`src/hw/rtl/multinomial_resample_select_unit_macros.svh`:
```
// assertion helpers shared by the rtl
`ifndef MULTINOMIAL_RESAMPLE_SELECT_UNIT_MACROS_SVH
`define MULTINOMIAL_RESAMPLE_SELECT_UNIT_MACROS_SVH

// antecedent implies consequent in the same cycle, checked out of reset
`define MRS_ASSERT_IMP(lbl, clk, rstn, ante, cons, msg) \
    lbl: assert property (@(posedge clk) disable iff (!rstn) (ante) |-> (cons)) \
        else $error(msg);

// property that holds at every clock edge out of reset
`define MRS_ASSERT_ALWAYS(lbl, clk, rstn, prop, msg) \
    lbl: assert property (@(posedge clk) disable iff (!rstn) (prop)) \
        else $error(msg);

`endif

```
`src/hw/rtl/mrs_pkg.sv`:
```
`timescale 1ns / 1ps

package mrs_pkg;

    localparam int DEF_MAX_PARTICLES = 1024;
    localparam int DEF_WEIGHT_BITS   = 32;
    localparam int DEF_DRAW_BITS     = 24;

    localparam int DEF_POS_W = $clog2(DEF_MAX_PARTICLES) + 1;
    localparam int DEF_CNT_W = $clog2(DEF_MAX_PARTICLES + 1);
    localparam int DEF_TOT_W = DEF_WEIGHT_BITS + $clog2(DEF_MAX_PARTICLES);
    localparam int DEF_THR_W = DEF_TOT_W + DEF_DRAW_BITS;

    // stream field layout
    localparam int OP_W            = 2;
    localparam int WEIGHT_FIELD_W  = 32;
    localparam int DRAW_FIELD_W    = 24;
    localparam int WEIGHT_LSB      = 0;
    localparam int DRAW_LSB        = WEIGHT_LSB + WEIGHT_FIELD_W;
    localparam int IN_DATA_W       = 56;
    localparam int IN_USER_W       = OP_W;
    localparam int IDX_FIELD_W     = 10;
    localparam int OUT_DATA_W      = 16;
    localparam int OUT_USER_W      = 1;
    localparam int COUNT_FIELD_W   = 11;

    // register port
    localparam int APB_DATA_W = 32;
    localparam int REG_IDX_W  = 1;
    localparam int APB_ADDR_W = REG_IDX_W + 2;
    localparam logic [REG_IDX_W-1:0] REG_PARTICLE_COUNT = 1'b0;

    typedef enum logic [OP_W-1:0] {
        OP_RESTART = 2'd0,
        OP_LOAD    = 2'd1,
        OP_DRAW    = 2'd2
    } op_t;

    typedef enum logic [1:0] {
        ST_IDLE,
        ST_SEARCH,
        ST_DRAIN
    } state_t;

    typedef struct packed {
        logic                 valid;
        logic [DEF_POS_W-1:0] pos;
        logic [DEF_THR_W-1:0] thr;
        logic [DEF_CNT_W-1:0] n;
    } probe_tok_t;

    typedef struct packed {
        logic                 we;
        logic [DEF_POS_W-1:0] idx;
        logic [DEF_TOT_W-1:0] data;
    } ram_wr_t;

endpackage

```
`src/hw/rtl/mrs_scale.sv`:
```
`timescale 1ns / 1ps

module mrs_scale #(
    parameter int TOT_W  = mrs_pkg::DEF_TOT_W,
    parameter int DRAW_W = mrs_pkg::DEF_DRAW_BITS
) (
    input  logic                    clk,
    input  logic                    rst_n,
    input  logic                    start,
    input  logic [TOT_W-1:0]        total,
    input  logic [DRAW_W-1:0]       draw,
    output logic                    thr_valid,
    output logic [TOT_W+DRAW_W-1:0] thr
);

    localparam int LO_W  = (TOT_W + 1) / 2;
    localparam int HI_W  = TOT_W - LO_W;
    localparam int THR_W = TOT_W + DRAW_W;

    logic                   valid_reg;
    logic [LO_W+DRAW_W-1:0] lo_reg, lo_next;
    logic [HI_W+DRAW_W-1:0] hi_reg, hi_next;

    // two half-width partial products
    assign lo_next = total[LO_W-1:0] * draw;
    assign hi_next = total[TOT_W-1:LO_W] * draw;

    always_ff @(posedge clk or negedge rst_n)
    begin
        if (!rst_n)
        begin
            valid_reg <= 1'b0;
        end
        else
        begin
            valid_reg <= start;
        end
    end

    always_ff @(posedge clk)
    begin
        if (start)
        begin
            lo_reg <= lo_next;
            hi_reg <= hi_next;
        end
    end

    assign thr_valid = valid_reg;
    assign thr       = (THR_W'(hi_reg) << LO_W) + THR_W'(lo_reg);

endmodule

```
`config.mk`:
```
export PLATFORM = sky130hd
export DESIGN_NAME = mrs_scale
export DESIGN_NICKNAME = d
export VERILOG_FILES = /design/src/hw/rtl/multinomial_resample_select_unit_macros.svh /design/src/hw/rtl/mrs_pkg.sv /design/src/hw/rtl/mrs_scale.sv
export SDC_FILE = /design/constraint.sdc
export NUM_CORES = 2
export LEC_CHECK = 0
export ABC_AREA = 1
export BUFFER_PORTS_ARGS = -buffer_cell sky130_fd_sc_hd__buf_2
export CAP_MARGIN = 15
export CORE_MARGIN = 2
export CORE_UTILIZATION = 55
export CTS_CLUSTER_DIAMETER = 50
export CTS_CLUSTER_SIZE = 10
export DETAILED_ROUTE_END_ITERATION = 7
export PLACE_DENSITY = 0.72
export SYNTH_ARGS = -nofsm -noshare
export SYNTH_HDL_FRONTEND = slang
export SYNTH_SLANG_ARGS = --single-unit
```
`constraint.sdc`:
```
create_clock -name clk -period 4.3 [get_ports clk]
set_input_delay 0.43 -clock clk [delete_from_list [all_inputs] [get_ports clk]]
set_output_delay 0.43 -clock clk [all_outputs]
set_load 0.05 [all_outputs]
```
==> impl_metrics.json <==
{
  "wl_per_cell_um": 17.2,
  "hold_viol": 0,
  "port_buffers": 135,
  "grt_setup_unrepaired": "yes",
  "grt_overflow": 0,
  "cp.arrival_ns": 5.91,
  "tightest_slew_ns": 0.827,
  "die_h_um": 278,
  "maxCapViolations": 0,
  "num_antenna_cells": 0,
  "crit_slowest_cell": "fa_1",
  "initial_core_util_pct": 55.6,
  "critical_path.startpoint_type": "input port",
  "cts_buffers": 9,
  "grt_max_degree": 50,
  "synth_common_cells": "1870 x nand2_1, 1820 x inv_1, 831 x fa_1",
  "place.detailed.hpwl_um": 99900,
  "max_freq_mhz": 174,
  "required_ns": 4.45,
  "crit_top_cell": "fa_1",
  "status": "finished with violations",
  "cts_root_buf": "clkbuf_16",
  "cts.sinks": 91,
  "netlist.top_cell.by_area": "fa_1",
  "finish.utilization_pct": 68.5,
  "cts_tree": "done",
  "ys.warnings.count": 0,
  "final_nets": 7426,
  "period_minus_slack_ns": 5.75,
  "clkSlewWorstSetupHoldPaths_ns": 0.07,
  "synth_cells": 5734,
  "grt_pass1_vias": 37263,
  "criticalPathCategory": "input port to register",
  "async_reset_ff_share_pct": 1.10,
  "ant_nets": 0,
  "synth_area_sq_um": 41400,
  "routed_wl_um": 123000,
  "routed_via_density": 5.07,
  "drt_iter0_markers": 3176,
  "critical_path.max_stage_delay_ns": 0.56,
  "grt.total_usage_pct": 31.5,
  "io-pin-count": 136,
  "syn-num-nets": 6968,
  "setup_viol": 76,
  "postSynthRegisterBits": 91,
  "timing.final.crit_share_pct": 134,
  "final.setup.worst_slack_ns": -1.45,
  "drc_errors": 0,
  "h-tree-depth": 3,
  "failed_checks": "negative setup slack",
  "final_max_slew_viol_count": 0,
  "core-area_sq_um": 74600,
  "yosysMostFrequentCell": "nand2_1",
  "rows": 100,
  "critPathMaxFanout": 7,
  "antenna_found_initial": 0,
  "synth-main-ff-cell": "edfxtp_1",
  "synth_area_per_cell_sq_um": 7.23,
  "firstDrtPassIters": 6,
  "grt_first_pass_wirelength_um": 193000,
  "synth_edf_count": 90,
  "yosysUniqueCellTypes": 36,
  "cts.path.max_buffers": 2,
  "syn2layout_area_growth_pct": 23.3,
  "vias": 36300,
  "gp_congestion": 0.977,
  "layout-drive-gt1-share_pct": 21.7,
  "min_path_type": "input port to asynchronous set/reset pin",
  "yosysSeqAreaShare_pct": 6.58,
  "dieArea_sq_um": 77500,
  "synth.area.top_cells": "fa_1 40%, nand2_1 17%, inv_1 16%",
  "endpoint_kind": "register",
  "fp.dieW_um": 278,
  "slew_headroom_pct": 44.8,
  "synth_top_area_share_pct": 40.2
}
## cells in the final DEF, fill, tap and decap left out, types with 19 or more instances in the layout
cell type / synthesis / layout
clkbuf_16: 0 / 22
nor2_2: 18 / 27
xor2_1: 55 / 43
nor2_1: 176 / 128
ha_1: 334 / 278
nand2_2: 9 / 180
fa_2: 0 / 38
nor2_4: 2 / 41
buf_4: 21 / 428
buf_12: 0 / 56
nand2_1: 1870 / 1622
fa_1: 831 / 793
a21oi_1: 74 / 39
nand2_4: 0 / 73
ha_4: 0 / 51
inv_2: 1 / 110
xnor2_1: 20 / 19
edfxtp_1: 90 / 90
inv_1: 1820 / 1708
buf_6: 0 / 67
buf_2: 0 / 86
nand3_1: 94 / 61
a21oi_2: 0 / 25
nand3_2: 15 / 35
## final cells by class
| type | count | area (sq um) |
|---|---|---|
| Fill cell | 6049 | 23500 |
| Inverter | 1821 | 6850 |
| Clock buffer | 9 | 225 |
| Sequential cell | 91 | 2730 |
| Clock inverter | 7 | 97.6 |
| Tap cell | 969 | 1210 |
| Timing Repair Buffer | 672 | 6220 |
| Multi-Input combinational cell | 3597 | 33800 |
## cells by family (layout without fill, tap and decap cells)
logic type,count (synthesis),after routing,synth area share (%)
and+or+nand+nor,2238,2238,21.3
buffers and inverters,2046,2509,18.7
adders and majority gates,1165,1165,50.2
AOI/OAI and AO/OA,119,119,1.58
DFF,91,91,6.58
xor gates and xnor gates,75,75,1.59
## critical path, delay by kind of cell
family	cells	cell delay (ns)
adder cells (fa/ha/maj)	8	3.97
AND/OR/NAND/NOR	10	1.00
buffers and inverters	7	0.48
## repair_timing
item                       4_1_cts  5_1_grt
gates resized for setup        234      491
hold buffers                     1        0
hold endpoints to repair         1        0
setup endpoints to repair       77       76
buffers inserted                34       45
gates cloned                     4       13
pin swaps                      100      285
## how the worst max path moves through the flow
stage              from          to  slack [ns]
5_1_grt        draw[14]  hi_reg[35]       -1.60
3_5_place_dp   draw[15]  hi_reg[40]       -2.02
2_1_floorplan   draw[8]  hi_reg[42]       -1.33
3_3_place_gp   draw[15]  hi_reg[40]       -1.93
4_1_cts         draw[6]  hi_reg[40]       -1.32
6_report        draw[5]  hi_reg[35]       -1.45
## routing by layer
metal  GRT usage, %  vias up  wire length [um]
met5              0        -                 0
met4           8.82        0              4550
met3           4.64      197             10500
met2           50.7     1371             55900
met1           44.7    17868             52400
li1               -    16864                 -
## per-stage QoR
| step | setup slack [ns] | setup TNS (ns) | cells | hold WS, ns | instance area, sq um |
|---|---|---|---|---|---|
| after floorplan | -1.33 | -84.85 | 5734 | 0.134 | 43300 |
| after global placement | -1.93 | -126.06 | 7055 | 0.205 | 47300 |
| after detailed placement | -2.02 | -130.79 | 7055 | 0.205 | 47300 |
| after CTS | -1.32 | -82.17 | 7110 | 0.330 | 48800 |
| after global routing | -1.60 | -100.71 | 7166 | 0.358 | 51100 |
| final | -1.45 | -89.15 | 7166 | 0.354 | 51100 |
Power is not shown: default switching activity piles up to over one toggle a cycle in this logic, so the estimate is an artifact.
